===== config.mk =====
export PLATFORM = sky130hd
export DESIGN_NAME = sha224_engine
export DESIGN_NICKNAME = d
export VERILOG_FILES = /design/src/design/sha224_pkg.sv /design/src/design/sha224_engine.sv
export SDC_FILE = /design/constraint.sdc
export NUM_CORES = 2
export LEC_CHECK = 0
export ABC_CLOCK_PERIOD_IN_PS = 19950
export BUFFER_PORTS_ARGS = -buffer_cell sky130_fd_sc_hd__buf_2
export CAP_MARGIN = 20
export CORE_UTILIZATION = 30
export CTS_CLUSTER_SIZE = 8
export DETAILED_ROUTE_END_ITERATION = 10
export PLACE_DENSITY = 0.48
export REMOVE_ABC_BUFFERS = 1
export SLEW_MARGIN = 0
export SYNTH_ARGS = -nofsm -noshare
export SYNTH_HDL_FRONTEND = slang
export SYNTH_SLANG_ARGS = --single-unit

===== constraint.sdc =====
create_clock -name clk -period 19.95 [get_ports clk]
set_input_delay 3.99 -clock clk [delete_from_list [all_inputs] [get_ports clk]]
set_output_delay 3.99 -clock clk [all_outputs]
set_load 0.01 [all_outputs]

===== src/design/sha224_pkg.sv =====
`default_nettype none
// ---------------------------------------------------------------------------
// sha224_pkg
// shared constants, types and round functions of the sha-224 compressor
// ---------------------------------------------------------------------------
package sha224_pkg;

  localparam int WordW      = 32;
  localparam int BlockWords = 16;
  localparam int Rounds     = 64;
  localparam int DigestWords = 7;
  localparam int QueueDepth = 4;

  // one block handed from front to back
  typedef struct packed {
    logic [BlockWords*WordW-1:0] words;  // word 0 in lowest bits
    logic                        restart;
    logic                        final_blk;
  } blk_t;

  typedef enum logic [1:0] {
    ST_IDLE,
    ST_ROUND,
    ST_ADD,
    ST_EMIT
  } back_state_t;

  function automatic logic [31:0] round_k(input logic [5:0] t);
    logic [31:0] k;
    unique case (t)
      6'd0: k = 32'h428a2f98;  6'd1: k = 32'h71374491;  6'd2: k = 32'hb5c0fbcf;
      6'd3: k = 32'he9b5dba5;  6'd4: k = 32'h3956c25b;  6'd5: k = 32'h59f111f1;
      6'd6: k = 32'h923f82a4;  6'd7: k = 32'hab1c5ed5;  6'd8: k = 32'hd807aa98;
      6'd9: k = 32'h12835b01;  6'd10: k = 32'h243185be; 6'd11: k = 32'h550c7dc3;
      6'd12: k = 32'h72be5d74; 6'd13: k = 32'h80deb1fe; 6'd14: k = 32'h9bdc06a7;
      6'd15: k = 32'hc19bf174; 6'd16: k = 32'he49b69c1; 6'd17: k = 32'hefbe4786;
      6'd18: k = 32'h0fc19dc6; 6'd19: k = 32'h240ca1cc; 6'd20: k = 32'h2de92c6f;
      6'd21: k = 32'h4a7484aa; 6'd22: k = 32'h5cb0a9dc; 6'd23: k = 32'h76f988da;
      6'd24: k = 32'h983e5152; 6'd25: k = 32'ha831c66d; 6'd26: k = 32'hb00327c8;
      6'd27: k = 32'hbf597fc7; 6'd28: k = 32'hc6e00bf3; 6'd29: k = 32'hd5a79147;
      6'd30: k = 32'h06ca6351; 6'd31: k = 32'h14292967; 6'd32: k = 32'h27b70a85;
      6'd33: k = 32'h2e1b2138; 6'd34: k = 32'h4d2c6dfc; 6'd35: k = 32'h53380d13;
      6'd36: k = 32'h650a7354; 6'd37: k = 32'h766a0abb; 6'd38: k = 32'h81c2c92e;
      6'd39: k = 32'h92722c85; 6'd40: k = 32'ha2bfe8a1; 6'd41: k = 32'ha81a664b;
      6'd42: k = 32'hc24b8b70; 6'd43: k = 32'hc76c51a3; 6'd44: k = 32'hd192e819;
      6'd45: k = 32'hd6990624; 6'd46: k = 32'hf40e3585; 6'd47: k = 32'h106aa070;
      6'd48: k = 32'h19a4c116; 6'd49: k = 32'h1e376c08; 6'd50: k = 32'h2748774c;
      6'd51: k = 32'h34b0bcb5; 6'd52: k = 32'h391c0cb3; 6'd53: k = 32'h4ed8aa4a;
      6'd54: k = 32'h5b9cca4f; 6'd55: k = 32'h682e6ff3; 6'd56: k = 32'h748f82ee;
      6'd57: k = 32'h78a5636f; 6'd58: k = 32'h84c87814; 6'd59: k = 32'h8cc70208;
      6'd60: k = 32'h90befffa; 6'd61: k = 32'ha4506ceb; 6'd62: k = 32'hbef9a3f7;
      default: k = 32'hc67178f2;
    endcase
    return k;
  endfunction

  function automatic logic [31:0] init_h(input logic [2:0] i);
    logic [31:0] h;
    unique case (i)
      3'd0: h = 32'hc1059ed8; 3'd1: h = 32'h367cd507;
      3'd2: h = 32'h3070dd17; 3'd3: h = 32'hf70e5939;
      3'd4: h = 32'hffc00b31; 3'd5: h = 32'h68581511;
      3'd6: h = 32'h64f98fa7; default: h = 32'hbefa4fa4;
    endcase
    return h;
  endfunction

  function automatic logic [31:0] rotr(input logic [31:0] v, input int n);
    return (v >> n) | (v << (32 - n));
  endfunction

  function automatic logic [31:0] bsig0(input logic [31:0] v);
    return rotr(v, 2) ^ rotr(v, 13) ^ rotr(v, 22);
  endfunction
  function automatic logic [31:0] bsig1(input logic [31:0] v);
    return rotr(v, 6) ^ rotr(v, 11) ^ rotr(v, 25);
  endfunction
  function automatic logic [31:0] ssig0(input logic [31:0] v);
    return rotr(v, 7) ^ rotr(v, 18) ^ (v >> 3);
  endfunction
  function automatic logic [31:0] ssig1(input logic [31:0] v);
    return rotr(v, 17) ^ rotr(v, 19) ^ (v >> 10);
  endfunction

endpackage
`default_nettype wire


===== src/design/sha224_engine.sv =====
`default_nettype none
// ---------------------------------------------------------------------------
// sha224_engine
// one round per cycle compression, chaining update and digest output
// ---------------------------------------------------------------------------
module sha224_engine (
  input  wire logic               clk,
  input  wire logic               rst_n,
  input  wire logic               blk_valid,
  output logic                    blk_ready,
  input  wire sha224_pkg::blk_t   blk_data,
  output logic                    out_tvalid,
  input  wire logic               out_tready,
  output logic [31:0]             out_word,
  output logic [2:0]              out_num,
  output logic                    out_last
);

  sha224_pkg::back_state_t st_r, st_nxt;
  logic [31:0] h_r [8];
  logic [31:0] v_r [8];
  logic [31:0] w_r [sha224_pkg::BlockWords];
  logic [5:0]  t_r;
  logic [2:0]  k_r;
  logic        fin_r;
  logic [31:0] wt, s1, s2, ch, mj;
  logic        load, round_go, add_go, emit_go;

  // schedule window shifts: w_r[0] is always the current word
  always_comb begin
    wt = w_r[0];
    ch = (v_r[4] & v_r[5]) ^ (~v_r[4] & v_r[6]);
    mj = (v_r[0] & v_r[1]) ^ (v_r[0] & v_r[2]) ^ (v_r[1] & v_r[2]);
    s1 = v_r[7] + sha224_pkg::bsig1(v_r[4]) + ch + sha224_pkg::round_k(t_r) + wt;
    s2 = sha224_pkg::bsig0(v_r[0]) + mj;
  end

  always_comb begin
    st_nxt = st_r;
    unique case (st_r)
      sha224_pkg::ST_IDLE:  if (blk_valid) st_nxt = sha224_pkg::ST_ROUND;
      sha224_pkg::ST_ROUND: if (t_r == 6'(sha224_pkg::Rounds - 1)) st_nxt = sha224_pkg::ST_ADD;
      sha224_pkg::ST_ADD:   st_nxt = fin_r ? sha224_pkg::ST_EMIT : sha224_pkg::ST_IDLE;
      sha224_pkg::ST_EMIT:
        if (out_tready && k_r == 3'(sha224_pkg::DigestWords - 1)) st_nxt = sha224_pkg::ST_IDLE;
      default: st_nxt = sha224_pkg::ST_IDLE;
    endcase
  end

  always_comb begin
    blk_ready  = (st_r == sha224_pkg::ST_IDLE);
    load       = blk_ready && blk_valid;
    round_go   = (st_r == sha224_pkg::ST_ROUND);
    add_go     = (st_r == sha224_pkg::ST_ADD);
    out_tvalid = (st_r == sha224_pkg::ST_EMIT);
    emit_go    = out_tvalid && out_tready;
    out_word   = h_r[k_r];
    out_num    = k_r;
    out_last   = (k_r == 3'(sha224_pkg::DigestWords - 1));
  end

  always_ff @(posedge clk) begin
    if (!rst_n) begin
      st_r <= sha224_pkg::ST_IDLE;
      t_r  <= '0;
      k_r  <= '0;
      for (int i = 0; i < 8; i++) h_r[i] <= sha224_pkg::init_h(3'(i));
    end else begin
      st_r <= st_nxt;
      if (load) begin
        t_r <= '0;
        k_r <= '0;
        if (blk_data.restart) begin
          for (int i = 0; i < 8; i++) h_r[i] <= sha224_pkg::init_h(3'(i));
        end
      end
      if (round_go) t_r <= t_r + 6'd1;
      if (add_go) begin
        for (int i = 0; i < 8; i++) h_r[i] <= h_r[i] + v_r[i];
      end
      if (emit_go) k_r <= k_r + 3'd1;
    end
  end

  always_ff @(posedge clk) begin
    if (load) begin
      fin_r <= blk_data.final_blk;
      for (int i = 0; i < sha224_pkg::BlockWords; i++) w_r[i] <= blk_data.words[i*32 +: 32];
      for (int i = 0; i < 8; i++) v_r[i] <= blk_data.restart ? sha224_pkg::init_h(3'(i)) : h_r[i];
    end else if (round_go) begin
      for (int i = 0; i < sha224_pkg::BlockWords - 1; i++) w_r[i] <= w_r[i+1];
      w_r[sha224_pkg::BlockWords-1] <= sha224_pkg::ssig1(w_r[14]) + w_r[9]
                                      + sha224_pkg::ssig0(w_r[1]) + w_r[0];
      v_r[7] <= v_r[6];
      v_r[6] <= v_r[5];
      v_r[5] <= v_r[4];
      v_r[4] <= v_r[3] + s1;
      v_r[3] <= v_r[2];
      v_r[2] <= v_r[1];
      v_r[1] <= v_r[0];
      v_r[0] <= s1 + s2;
    end
  end

endmodule
`default_nettype wire

==> qor.txt <==
Synth warn - 0
TritonCTS clock tree - done
Clock sinks - 1071
Final min period - 8.570 ns
Root Buffer - clkbuf_16
Largest family of logic cells by synthesized area - simple AND/OR/NAND/NOR gates
Die Span Y - 492.8 um
Largest net degree at the start of global routing - 173
Core Region - 0.2387 sq mm
DR WL/cell - 25.01 um
Cts repair resizes - 0
GRT Residual Overflow - 0
H-tree depth - 4
Most frequent cells after synthesis - nand2_1 (2188), edfxtp_1 (993), o21ai_0 (433), a21oi_1 (411), ha_1 (391)
Starting Density - 0.3027
Worst R2R End - v_r[0][28]
Hold Startpoint - w_r[0][484]
Worst Hold Class - register to register
Seq cells post-synth - 1071
Post-synthesis mux area share - 0.03045
Wirelength, routed - 282500 um
Share of layout cells above drive strength 1 - 0.1201
Critical path endpoint category - register
I/O pin count - 556
Fraction of the cycle the final worst path needs - 0.4295
Achievable Freq - 116.7 MHz
Slowest CP cell - edfxtp_1
Final worst slack - 11.38 ns
Post-Synth Adder-Cell Area - 0.1221
Crit path max-delay family - compound AO/OA/AOI/OAI gates
Yosys cell types - 86
Fillers - 24.67k
Die Wd - 492.8 um
Final setup skew - 0.07943 ns
Yosys top cell area share - 0.4126
Ys async rst share - 0
Initial antenna violation count - 48
Final setup vio count - 0
Via count - 58.86k
Initial DRT Pass Iterations - 6
Post-CTS setup buffer count - 0
Status - finished, final reports clean
FP Rows - 179
Worst R2R Start - v_r[1][26]
Accumulated negative setup slack - 0 ns
Slew Viols, Final - 0
CTS buffer count - 156
Final hold viol count - 0
Die area - 0.2429 sq mm
Count leader, synth - nand2_1
Dpl cells - 11.04k
Routed Antenna Nets - 0
Area Growth Syn to Fin - 14.63%
Reg clk slew, reported paths - 0.05 ns
Synth top area cells - edfxtp_1 (41%), nand2_1 (11%), ha_1 (6.8%)
Worst Hold End - w_r[0][452]
Simple-gate portion of the synthesized area - 0.1795
Worst reg-to-reg path cell count - 33
Maximum Capacitance Violations - 0
Global-route wire length before repair - 407300 um
Crit path launch type - register
Residual DRC - 0
Post-synthesis compound-gate area fraction - 0.1276
Crit-path max FO - 6
Worst endpoint required time - 20.48 ns
Crit Path Class - register to register
CP peak stage delay - 0.58 ns
Dpl ws - 11.35 ns
Mapped Avg Cell Area - 9.449 sq um
Synth Area in XOR/XNOR - 0.06818
Post-synthesis sequential area ratio - 0.4342
Layout Cells excl Fill - 11.29k
Hold_buf cts - 0
Max-slew headroom - 0.2948
Unrepaired setup endpoints after global routing - false
IO Port Bufs - 555
Nets - 9139
Crit path buf inv count - 4
Number of synthesized flops with an enable pin - 993
Post-Syn Instances - 7648
Clk_lat worst skew - 0.87 ns
Vias in the first global route - 58.77k
R2r setup slk - 11.38 ns
Via-per-instance ratio - 5.212
Clock tree buffer depth - 3
Post-synth top area cell - edfxtp_1
Hold path depth - 2
Gpl congestion - 0.9210
Detail Placement HPWL - 213600 um
CP arrival - 9.10 ns
Synthesized area - 0.07227 sq mm
Gr usage total - 0.2282
Slew @ Worst Pin - 1.058 ns
Most used flip-flop cell after synthesis - edfxtp_1
Most frequent CP cell - fa_1
Initial DRC Count - 5551
## cell usage in the layout, fill, tap and decap left out, types with 45 or more instances in the layout
cell	synthesis	final
nor2b_1	50	48
a211oi_1	47	47
nand3b_1	122	122
a21oi_1	411	411
nand2_1	2188	2186
a21o_1	197	197
o211ai_1	45	45
nand3_1	74	74
mux4_2	64	64
buf_2	0	555
inv_1	333	328
nor2_1	327	326
o21ai_0	433	433
fa_1	195	195
clkbuf_1	364	54
nand2b_1	62	61
mux2_2	55	55
xor2_1	189	189
ha_1	391	391
nor3_1	90	90
edfxtp_1	993	993
o21a_1	54	54
buf_4	0	63
xnor2_1	371	371
dfxtp_1	78	75
clkbuf_16	0	156
## cell type report
class / instances / area (sq um) / area share
Clock buffer: 211 / 4120 / 0.04974
Multi-Input combinational cell: 5847 / 38190 / 0.4610
Antenna cell: 17 / 42.54 / 0.0005135
Tap cell: 3167 / 3963 / 0.04783
Inverter: 335 / 1275 / 0.01539
Sequential cell: 1071 / 31390 / 0.3789
Clock inverter: 22 / 496.7 / 0.005996
Timing Repair Buffer: 624 / 3362 / 0.04058
## worst max-delay path by stage
stage,startpoint,to,slack [ns],cells past startpoint
global placement,v_r[1][26],v_r[0][28],11.34,33
finish,v_r[1][26],v_r[0][28],11.38,33
detailed placement,v_r[1][26],v_r[0][31],11.35,33
floorplan,st_r[0],register,-3.74,6
CTS,v_r[1][26],v_r[0][31],11.31,33
global route,v_r[1][26],v_r[0][30],10.85,33
## registers in the layout, summed over array words and instances (netlist names), named ones only
name / flops
w_r: 512
h_r: 256
v_r: 256
t_r: 6
out_num: 3
st_r: 2
fin_r: 1
## per-stage QoR
stage / util / hold WS [ns] / area [sq um]
2_1_floorplan: - / 0.4592 / 70790
3_3_place_gp: 0.3274 / 0.4887 / 78180
3_5_place_dp: 0.3275 / 0.4939 / 78180
4_1_cts: 0.3468 / 0.4834 / 82800
5_1_grt: 0.3468 / 0.5055 / 82810
6_report: 0.3470 / 0.4801 / 82840
## worst reg2reg max path: cells and delay by family, from the launching register on
kind | cells | cell delay [ns]
flops | 1 | 0.58
xor+xnor | 4 | 0.89
buf+inv | 4 | 0.22
fa+ha+maj | 7 | 3.00
compound gates | 15 | 3.06
simple gates | 3 | 0.55
## logic make-up after synthesis
| logic type | count (synthesis) |
|---|---|
| AO/OA/AOI/OAI | 1486 |
| XOR/XNOR | 561 |
| adder cells (fa/ha/maj) | 589 |
| buffers and inverters | 730 |
| flip-flops | 1071 |
| multiplexers | 133 |
| AND/OR/NAND/NOR | 3078 |
## layer usage
metal,GRT usage,vias to the layer above,wire (um)
met5,0,-,322
met1,0.3118,28915,125600
met3,0.04131,390,19150
met2,0.3670,2162,129400
li1,-,27342,-
met4,0.06632,50,8060
Power is not shown: default switching activity piles up to over one toggle a cycle in this logic, so the estimate is an artifact.
