===== config.mk =====
export PLATFORM = sky130hd
export DESIGN_NAME = sha224_front
export DESIGN_NICKNAME = d
export VERILOG_FILES = /design/src/design/sha224_pkg.sv /design/src/design/sha224_front.sv
export SDC_FILE = /design/constraint.sdc
export NUM_CORES = 1
export LEC_CHECK = 0
export BUFFER_PORTS_ARGS = -buffer_cell sky130_fd_sc_hd__buf_2
export CAP_MARGIN = 20
export CORE_AREA = 2 2 213 215
export DETAILED_ROUTE_END_ITERATION = 8
export DIE_AREA = 0 0 215 217
export SYNTH_ARGS = -nofsm -noshare
export SYNTH_HDL_FRONTEND = slang
export SYNTH_SLANG_ARGS = --single-unit

===== constraint.sdc =====
create_clock -name clk -period 5.52 [get_ports clk]
set_input_delay 0.828 -clock clk [delete_from_list [all_inputs] [get_ports clk]]
set_output_delay 0.828 -clock clk [all_outputs]
set_load 0.01 [all_outputs]

===== src/design/sha224_pkg.sv =====
`default_nettype none
// ---------------------------------------------------------------------------
// sha224_pkg
// shared constants, types and round functions of the sha-224 compressor
// ---------------------------------------------------------------------------
package sha224_pkg;

  localparam int WordW      = 32;
  localparam int BlockWords = 16;
  localparam int Rounds     = 64;
  localparam int DigestWords = 7;
  localparam int QueueDepth = 4;

  // one block handed from front to back
  typedef struct packed {
    logic [BlockWords*WordW-1:0] words;  // word 0 in lowest bits
    logic                        restart;
    logic                        final_blk;
  } blk_t;

  typedef enum logic [1:0] {
    ST_IDLE,
    ST_ROUND,
    ST_ADD,
    ST_EMIT
  } back_state_t;

  function automatic logic [31:0] round_k(input logic [5:0] t);
    logic [31:0] k;
    unique case (t)
      6'd0: k = 32'h428a2f98;  6'd1: k = 32'h71374491;  6'd2: k = 32'hb5c0fbcf;
      6'd3: k = 32'he9b5dba5;  6'd4: k = 32'h3956c25b;  6'd5: k = 32'h59f111f1;
      6'd6: k = 32'h923f82a4;  6'd7: k = 32'hab1c5ed5;  6'd8: k = 32'hd807aa98;
      6'd9: k = 32'h12835b01;  6'd10: k = 32'h243185be; 6'd11: k = 32'h550c7dc3;
      6'd12: k = 32'h72be5d74; 6'd13: k = 32'h80deb1fe; 6'd14: k = 32'h9bdc06a7;
      6'd15: k = 32'hc19bf174; 6'd16: k = 32'he49b69c1; 6'd17: k = 32'hefbe4786;
      6'd18: k = 32'h0fc19dc6; 6'd19: k = 32'h240ca1cc; 6'd20: k = 32'h2de92c6f;
      6'd21: k = 32'h4a7484aa; 6'd22: k = 32'h5cb0a9dc; 6'd23: k = 32'h76f988da;
      6'd24: k = 32'h983e5152; 6'd25: k = 32'ha831c66d; 6'd26: k = 32'hb00327c8;
      6'd27: k = 32'hbf597fc7; 6'd28: k = 32'hc6e00bf3; 6'd29: k = 32'hd5a79147;
      6'd30: k = 32'h06ca6351; 6'd31: k = 32'h14292967; 6'd32: k = 32'h27b70a85;
      6'd33: k = 32'h2e1b2138; 6'd34: k = 32'h4d2c6dfc; 6'd35: k = 32'h53380d13;
      6'd36: k = 32'h650a7354; 6'd37: k = 32'h766a0abb; 6'd38: k = 32'h81c2c92e;
      6'd39: k = 32'h92722c85; 6'd40: k = 32'ha2bfe8a1; 6'd41: k = 32'ha81a664b;
      6'd42: k = 32'hc24b8b70; 6'd43: k = 32'hc76c51a3; 6'd44: k = 32'hd192e819;
      6'd45: k = 32'hd6990624; 6'd46: k = 32'hf40e3585; 6'd47: k = 32'h106aa070;
      6'd48: k = 32'h19a4c116; 6'd49: k = 32'h1e376c08; 6'd50: k = 32'h2748774c;
      6'd51: k = 32'h34b0bcb5; 6'd52: k = 32'h391c0cb3; 6'd53: k = 32'h4ed8aa4a;
      6'd54: k = 32'h5b9cca4f; 6'd55: k = 32'h682e6ff3; 6'd56: k = 32'h748f82ee;
      6'd57: k = 32'h78a5636f; 6'd58: k = 32'h84c87814; 6'd59: k = 32'h8cc70208;
      6'd60: k = 32'h90befffa; 6'd61: k = 32'ha4506ceb; 6'd62: k = 32'hbef9a3f7;
      default: k = 32'hc67178f2;
    endcase
    return k;
  endfunction

  function automatic logic [31:0] init_h(input logic [2:0] i);
    logic [31:0] h;
    unique case (i)
      3'd0: h = 32'hc1059ed8; 3'd1: h = 32'h367cd507;
      3'd2: h = 32'h3070dd17; 3'd3: h = 32'hf70e5939;
      3'd4: h = 32'hffc00b31; 3'd5: h = 32'h68581511;
      3'd6: h = 32'h64f98fa7; default: h = 32'hbefa4fa4;
    endcase
    return h;
  endfunction

  function automatic logic [31:0] rotr(input logic [31:0] v, input int n);
    return (v >> n) | (v << (32 - n));
  endfunction

  function automatic logic [31:0] bsig0(input logic [31:0] v);
    return rotr(v, 2) ^ rotr(v, 13) ^ rotr(v, 22);
  endfunction
  function automatic logic [31:0] bsig1(input logic [31:0] v);
    return rotr(v, 6) ^ rotr(v, 11) ^ rotr(v, 25);
  endfunction
  function automatic logic [31:0] ssig0(input logic [31:0] v);
    return rotr(v, 7) ^ rotr(v, 18) ^ (v >> 3);
  endfunction
  function automatic logic [31:0] ssig1(input logic [31:0] v);
    return rotr(v, 17) ^ rotr(v, 19) ^ (v >> 10);
  endfunction

endpackage
`default_nettype wire


===== src/design/sha224_front.sv =====
`default_nettype none
// ---------------------------------------------------------------------------
// sha224_front
// collects message words into blocks, tracks start and final flags
// ---------------------------------------------------------------------------
module sha224_front (
  input  wire logic               clk,
  input  wire logic               rst_n,
  input  wire logic               in_tvalid,
  output logic                    in_tready,
  input  wire logic [31:0]        in_word,
  input  wire logic               in_start,
  input  wire logic               in_final,
  output logic                    blk_valid,
  input  wire logic               blk_ready,
  output sha224_pkg::blk_t        blk_data
);

  logic [3:0]  pos_r, pos_nxt;
  logic        fin_r, fin_nxt;
  logic        rst_blk_r, rst_blk_nxt;
  logic [31:0] buf_r [sha224_pkg::BlockWords];
  logic        take;
  logic [3:0]  wpos;
  logic        last_word;

  assign wpos      = in_start ? 4'd0 : pos_r;
  assign last_word = (wpos == 4'(sha224_pkg::BlockWords - 1));
  // only the closing word needs room in the queue
  assign in_tready = !last_word || blk_ready;
  assign take      = in_tvalid && in_tready;

  always_comb begin
    blk_valid = in_tvalid && last_word;
    for (int i = 0; i < sha224_pkg::BlockWords; i++) begin
      blk_data.words[i*32 +: 32] = (i == sha224_pkg::BlockWords - 1) ? in_word : buf_r[i];
    end
    blk_data.restart   = rst_blk_r || in_start;
    blk_data.final_blk = (fin_r && !in_start) || in_final;
  end

  always_comb begin
    pos_nxt     = pos_r;
    fin_nxt     = fin_r;
    rst_blk_nxt = rst_blk_r;
    if (take) begin
      if (last_word) begin
        pos_nxt     = 4'd0;
        fin_nxt     = 1'b0;
        rst_blk_nxt = 1'b0;
      end else begin
        pos_nxt     = wpos + 4'd1;
        fin_nxt     = (fin_r && !in_start) || in_final;
        rst_blk_nxt = rst_blk_r || in_start;
      end
    end
  end

  always_ff @(posedge clk) begin
    if (!rst_n) begin
      pos_r     <= 4'd0;
      fin_r     <= 1'b0;
      rst_blk_r <= 1'b0;
    end else begin
      pos_r     <= pos_nxt;
      fin_r     <= fin_nxt;
      rst_blk_r <= rst_blk_nxt;
    end
  end

  always_ff @(posedge clk) begin
    if (take) begin
      buf_r[wpos] <= in_word;
    end
  end

endmodule
`default_nettype wire


==> flow_summary.toml, run 1 <==
[layout]
drive_gt1_frac = 0.546
final_nets = 1214
fill_cells = 3955
fin_util = 0.452
area_delta_synth_final_pct = 32.7
antenna_cells = 0

[placed_design]
dp_hpwl_um = 26600
io_buffers = 553
place_congestion = 0.785

[power_and_ir_drop]
seq_power_share = 0.554
power.share.clock = 0.424
cellPowerDensity_nw_per_um2 = 365
swShare = 0.196
p_comb_frac = 0.022
p_leak_nw = 7.63
switching_power_mw = 1.45
p_int_mw = 5.94
peakVddDrop_uv = 252

[global_routing]
grt_max_degree = 33
grt_pass1_wl_um = 57300
grtUsageTotal = 0.172
grt_pass1_vias = 7708
overflow = 0
antenna_found_initial = 0

[sta]
fin_tns_setup_ns = 0
drv_slew = 0
period_share = 0.562
worst_slew_pin_slew_ns = 1.05
max_freq_mhz = 322
fin_skew_ns = 0.00789
period_minus_slack_ns = 3.10
finalSetupViolations = 0
hold_viol = 0
rsz0062_at_grt = "false"
max-slew-margin-rel = 0.297

[clocking]
cts_max_level = 2
cts_root_buf = "clkbuf_16"
clk_pin_slew_ns = 0.06
cts_max_path_buffers = 3
cts_setup_buffers = 0
cts_buffers = 48
clk_latency_ns = 0.56
clock_sinks = 486
cts_resized = 0
cts_tree = "yes"
ctsHoldBuffers = 0

[yosys]
ys_async_sr_fraction = 0
synth-seq-cells = 486
yosysMostFrequentCell = "edfxtp_1"
syn-mean-instance-area_um2 = 25.9
synth_area_leader_cell = "edfxtp_1"
syn_nets = 630
syn-cell-area_um2 = 15200
yosysTopAreaCellShare = 0.946
synth_edf_count = 480
synthTopCellsByArea = "edfxtp_1 95%, buf_4 1.6%, dfxtp_1 0.79%"
syn_inst = 588
yosysWarnings = 0
ys_seq_area_frac = 0.954
ys_types = 29
synth_common_cells = "480 x edfxtp_1, 32 x buf_4, 8 x inv_1, 8 x nor2_1, 7 x nand2_1"
synth_top_flop_cell = "edfxtp_1"

[route]
ant_nets = 0
drt-total-wl_um = 42100
route.detailed.drc = 0
dr.pass1.iters = 4
vias = 8056
via_per_inst = 4.46
drtIter0Drc = 589
routedWlPerCell_um = 23.3

[floorplan]
initial_core_util = 0.341
die_h_um = 217
coreArea_um2 = 44700
rows = 78
die_w_um = 215
ioPinCount = 554
dieArea_um2 = 46700

[worst_setup_path]
crit_required_ns = 4.69
arrival_ns = 2.27
path_max_fanout = 11
crit_type = "in -> out"
start_kind = "primary input"
end_kind = "primary output"

[hold_path]
hp-class = "reg -> reg"

[outcome]
status = "complete, no violations"

[job]
drv_cap = 0
[metrics by stage]
stage          hold slack (ns)  total power, mW  setup WS [ns]  instances  instance area, µm²
6_report                 0.483             7.39           2.42       1808               20200
5_1_grt                  0.513             7.62           2.28       1808               20200
2_1_floorplan            0.432             4.23          0.327        588               15200
4_1_cts                  0.472             7.46           2.42       1804               20100
3_5_place_dp             0.470             4.33           2.37       1718               18600
3_3_place_gp             0.454             4.33           2.47       1718               18600
[state kept, by name (all words and copies together) (netlist names)]
register and count:
buf_r 480, fin_r 1, rst_blk_r 1, pos_r 4
[path summary, 6_finish.rpt]
path	startpoint	endpoint	slack, ns	depth (start not counted)
hold reg to reg	fin_r	fin_r	0.48	2
setup / recovery	in_start	in_tready	2.42	6
hold / removal	fin_r	fin_r	0.48	2
setup reg to reg	pos_r[3]	buf_r[10][15]	3.17	3
[cells by family after synthesis]
group	synth area share
AOI/OAI and AO/OA	0.00698
adders and majority gates	0.00329
buffers and inverters	0.0187
DFF	0.954
muxes	0.00140
and+or+nand+nor	0.0155
[cell type report]
type | count | area [µm²] | area share
sequential | 486 | 14500 | 0.719
timing repair buffer | 569 | 2930 | 0.145
clock buffer | 61 | 1270 | 0.0629
tap | 600 | 751 | 0.0371
multi-input combinational | 59 | 470 | 0.0233
clock inverter | 25 | 231 | 0.0114
inverter | 8 | 30.0 | 0.00149
[worst max-delay path, stage by stage]
cell and delay [ns]:
buf_2 0.16, and2b_1 0.26, ha_1 0.35, nand4b_4 0.21, or2_2 0.32, buf_2 0.14
[power groups by stage]
stage / combinational, mW / sequential, mW / clock (mW)
floorplan: 0.0461 / 4.18 / 0
global placement: 0.161 / 4.17 / 0
detailed placement: 0.164 / 4.17 / 0
CTS: 0.165 / 4.09 / 3.21
global route: 0.177 / 4.09 / 3.35
finish: 0.162 / 4.09 / 3.13
[placed cells by master (no fill, tap or decap), drive strengths merged]
cell type    n
nor2b        1
a22oi        1
nor2         8
buf        569
or2          3
ha           4
a41o         1
and2b        3
clkbuf      61
bufinv       4
and2         8
nand4b       1
clkinvlp     3
mux2         1
mux2i        1
nand2        7
clkinv      18
o2111ai      2
o21ai        3
and3b        1
nor4         3
nand2b       1
a21o         2
o21a         1
inv          8
nor3b        2
edfxtp     480
dfxtp        6
a21oi        5
[metal layers]
| layer | global-route usage | wire length [µm] | part of all wire |
|---|---|---|---|
| met5 | 0 | 0 | 0 |
| met4 | 0.0446 | 809 | 0.019 |
| met3 | 0.0526 | 3350 | 0.079 |
| met2 | 0.288 | 21300 | 0.51 |
| met1 | 0.220 | 16700 | 0.40 |
No activity file was read; power rests on OpenSTA's default activity.
==> inputs of run 2 (changes only) <==
- CORE_AREA: 2 2 213 215 -> 2 2 214 216
- DIE_AREA: 0 0 215 217 -> 0 0 216 218
- clock period: 5.52 -> 3.06 ns (I/O delays scaled with it)
==> flow_summary.toml, run 2 (synthesis gave the netlist of run 1 again) <==
[power_and_ir_drop]
total_power_mw = 13.5
peakVddDrop_uv = 547
p_leak_nw = 7.72
cellPowerDensity_nw_per_um2 = 661

[floorplan]
die_h_um = 218
rows = 78
coreArea_um2 = 44900
initial_core_util = 0.339
die_w_um = 216
ioPinCount = 554
dieArea_um2 = 47100

[sta]
hold_viol = 0
period_minus_slack_ns = 2.66
fin_skew_ns = 0.0157
worst_slew_pin_slew_ns = 0.587
rsz0062_at_grt = "false"
drv_slew = 0
whs_ns = 0.198
max-slew-margin-rel = 0.607
max_freq_mhz = 375
finalSetupViolations = 0
period_share = 0.871

[layout]
final_cell_mix = "554 x buf_2, 480 x edfxtp_1, 51 x clkbuf_16, 22 x buf_4, 14 x clkbuf_1"
drive_gt1_frac = 0.548
ff_latch_area_um2 = 14500
largest_register_ffs = 480
regMostFlops = "buf_r"
fill_cells = 3900
final_nets = 1226
layout_commonest_cell = "buf_2"
largest_registers = "buf_r (480), pos_r (4)"
area_delta_synth_final_pct = 33.9
multi_input_area_um2 = 497
antenna_cells = 0
final_cell_area_um2 = 20400

[route]
ant_nets = 0
drt-total-wl_um = 43900
dr.pass1.iters = 4
dr_wl_met3_um = 3990
wl_met2_um = 21300
routedWlPerCell_um = 24.1
met1_length_um = 17600
dr.max_layer_used = "met4"
via_per_inst = 4.51
route.detailed.drc = 0
vias = 8232
drtIter0Drc = 659

[hold_path]
min_to = "pos_r[2]"
hp-class = "in -> reg"
min_from = "rst_n"
holdPathStages = 3

[worst_setup_path]
rrSetupSlack_ns = 0.85
arrival_ns = 2.20
r2r_start = "pos_r[0]"
crit_required_ns = 2.60
rr_worst_depth = 6
crit_type = "reg -> out"
end_kind = "primary output"
start_kind = "register"
path_max_fanout = 8
r2r-end = "buf_r[13][27]"

[clocking]
cts_max_level = 2
cts_tree = "yes"
clk_latency_ns = 0.56
cts_setup_buffers = 0
cts_buffers = 49
cts_root_buf = "clkbuf_16"
cts_max_path_buffers = 3
clock_sinks = 486
clk_pin_slew_ns = 0.06
ctsHoldBuffers = 0
cts_resized = 0

[global_routing]
grt_pass1_vias = 7962
grtUsageTotal = 0.178
grt_max_degree = 33
overflow = 0
antenna_found_initial = 0
grt_pass1_wl_um = 59500

[placed_design]
place_area_um2 = 18800
dp_hpwl_um = 28900
io_buffers = 553
place_congestion = 0.775

[job]
drv_cap = 0

[outcome]
status = "complete, no violations"
run 2: cell count changes in the layout (fill, tap and decap cells not counted), sizes merged:
cell | before | now
bufinv | 4 | 3
clkinvlp | 3 | 1
clkinv | 18 | 15
inv | 8 | 12
buf | 569 | 580
clkbuf | 61 | 68
run 2: stage by stage:
step / TNS [ns] / std cells / util / setup slack [ns]
final: 0 / 1824 / 0.454 / 0.396
after floorplan: -41.21 / 588 / - / -0.429
after global placement: 0 / 1732 / 0.419 / 0.668
after detailed placement: 0 / 1733 / 0.419 / 0.557
after global routing: 0 / 1824 / 0.454 / 0.289
after CTS: 0 / 1824 / 0.454 / 0.375
run 2: power breakdown:
part,internal [mW],switching [mW]
Sequential,7.36,0.0162
Combinational,0.0767,0.223
Clock,3.39,2.41
Total,10.8,2.65
run 2: worst max-delay path, cell delays in order (launching register included):
cell and delay, ns:
dfxtp_1 0.39, and2b_1 0.20, ha_1 0.37, nand4b_4 0.22, or2_2 0.32, buf_2 0.14
run 2: worst max-delay path by stage:
stage	startpoint	endpoint	slack [ns]	cells after the start
floorplan	in_start	buf_r[12][0]	-0.43	6
global placement	in_start	buf_r[13][7]	0.67	7
detailed placement	in_start	buf_r[13][7]	0.56	7
CTS	pos_r[0]	in_tready	0.38	5
global route	pos_r[0]	in_tready	0.29	5
finish	pos_r[0]	in_tready	0.40	5
run 2: metal layers:
metal  GRT usage  vias up
li1            -     3499
met3      0.0589       58
met2       0.290      484
met4      0.0541        0
met5           0        -
met1       0.229     4191
run 2: cell type report:
cell class | count | share of cell area
clock inverters | 23 | 0.00981
repair buffers | 580 | 0.148
flip-flops and latches | 486 | 0.712
well taps | 600 | 0.0368
multi-input cells | 59 | 0.0243
inverters | 8 | 0.00147
clock buffers | 68 | 0.0672
==> inputs of run 3 (changes only) <==
- CORE_AREA: 2 2 214 216 -> 2 2 217 219
- DIE_AREA: 0 0 216 218 -> 0 0 219 221
==> flow_summary.toml, run 3 (synthesis gave the netlist of run 1 again) <==
[outcome]
status = "complete, no violations"

[sta]
fin_tns_setup_ns = 0
finalSetupViolations = 0
setup_ws_ns = 0.521
period_share = 0.830
whs_ns = 0.194
rsz0062_at_grt = "false"
fin_skew_ns = 0.00856
drv_slew = 0
max_freq_mhz = 394
max-slew-margin-rel = 0.618
worst_slew_pin_slew_ns = 0.569
hold_viol = 0
period_minus_slack_ns = 2.54

[hold_path]
holdPathStages = 3
min_from = "rst_n"
hp-class = "in -> reg"
min_to = "pos_r[2]"

[layout]
regMostFlops = "buf_r"
largest_registers = "buf_r (480), pos_r (4)"
area_delta_synth_final_pct = 33.6
antenna_cells = 0
final_cell_area_um2 = 20400
largest_register_ffs = 480
layout_commonest_cell = "buf_2"
final_cell_mix = "553 x buf_2, 480 x edfxtp_1, 49 x clkbuf_16, 17 x buf_4, 15 x clkbuf_1"
drive_gt1_frac = 0.546
ff_latch_area_um2 = 14500
multi_input_area_um2 = 497
fill_cells = 4047
final_nets = 1222

[power_and_ir_drop]
p_leak_nw = 7.68
peakVddDrop_uv = 477
cellPowerDensity_nw_per_um2 = 649
total_power_mw = 13.2

[floorplan]
dieArea_um2 = 48400
initial_core_util = 0.331
rows = 79
ioPinCount = 554
die_h_um = 221
coreArea_um2 = 46100
die_w_um = 219

[route]
dr.pass1.iters = 4
vias = 8078
routedWlPerCell_um = 23.0
drtIter0Drc = 592
drt-total-wl_um = 42000
ant_nets = 0
via_per_inst = 4.43
route.detailed.drc = 0

[worst_setup_path]
rr_worst_depth = 6
arrival_ns = 2.08
critical-path-max-stage-delay_ns = 0.39
r2r-end = "buf_r[12][14]"
crit_required_ns = 2.60
path_cells = "and2b_1 -> ha_1 -> buf_4 -> nand4b_4 -> or2_2 -> buf_2"
rrSetupSlack_ns = 0.99
critPathSlowestCell = "dfxtp_1"
start_kind = "register"
crit_family = "simple AND/OR/NAND/NOR gates"
path_buf_inv = 2
r2r_start = "pos_r[0]"
crit_type = "reg -> out"
path_max_fanout = 7
end_kind = "primary output"

[global_routing]
grt_pass1_vias = 7917
overflow = 0
grt_pass1_wl_um = 57100
grt_max_degree = 33
grtUsageTotal = 0.167
antenna_found_initial = 0

[clocking]
cts_max_level = 2
clk_pin_slew_ns = 0.06
cts_root_buf = "clkbuf_16"
clock_sinks = 486
cts_max_path_buffers = 3
cts_setup_buffers = 0
cts_buffers = 46
ctsHoldBuffers = 0
cts_tree = "yes"
clk_latency_ns = 0.56
cts_resized = 0

[placed_design]
place_area_um2 = 18900
dp_hpwl_um = 27300
place_congestion = 0.767
io_buffers = 553
pre_cts_ws_ns = 0.628

[job]
drv_cap = 0
==> run 3: cell count changes in the layout (fill, tap and decap cells not counted), sizes merged <==
cell / previous run / this run
buf: 580 / 579
clkbuf: 68 / 65
clkinv: 15 / 13
inv: 12 / 10
==> run 3: worst max path at each step <==
stage | from | end | slack (ns) | depth (start not counted)
6_report | pos_r[0] | in_tready | 0.52 | 6
3_5_place_dp | in_start | buf_r[12][21] | 0.63 | 7
5_1_grt | pos_r[0] | in_tready | 0.37 | 6
3_3_place_gp | in_start | buf_r[12][5] | 0.07 | 7
4_1_cts | pos_r[0] | in_tready | 0.49 | 6
2_1_floorplan | in_start | buf_r[12][0] | -0.43 | 6
==> run 3: metal layers <==
metal	routed length, µm	part of all wire	GRT usage
met4	947	0.023	0.0477
met2	20500	0.49	0.276
met3	3550	0.085	0.0522
met5	0	0	0
met1	17000	0.41	0.211
==> run 3: worst register-to-register path, delay by kind of cell, from the launching register on <==
kind | cells | cell delay, ns
simple gates | 2 | 0.78
buf+inv | 3 | 0.46
flops | 1 | 0.34
fa+ha+maj | 1 | 0.17
==> run 3: through the flow <==
step	util	cells
floorplan	-	588
global placement	0.410	1738
detailed placement	0.410	1739
CTS	0.442	1823
global route	0.442	1823
finish	0.442	1823
==> run 3: final cells by class <==
type,count,share of cell area
flip-flops and latches,486,0.714
repair buffers,579,0.151
clock buffers,65,0.0637
well taps,607,0.0373
multi-input cells,59,0.0244
clock inverters,19,0.00842
inverters,8,0.00148
==> run 3: where the power goes <==
part / switching [mW] / internal (mW) / total, mW
clock network: 2.32 / 3.21 / 5.52
logic: 0.223 / 0.0795 / 0.302
registers: 0.0131 / 7.36 / 7.38
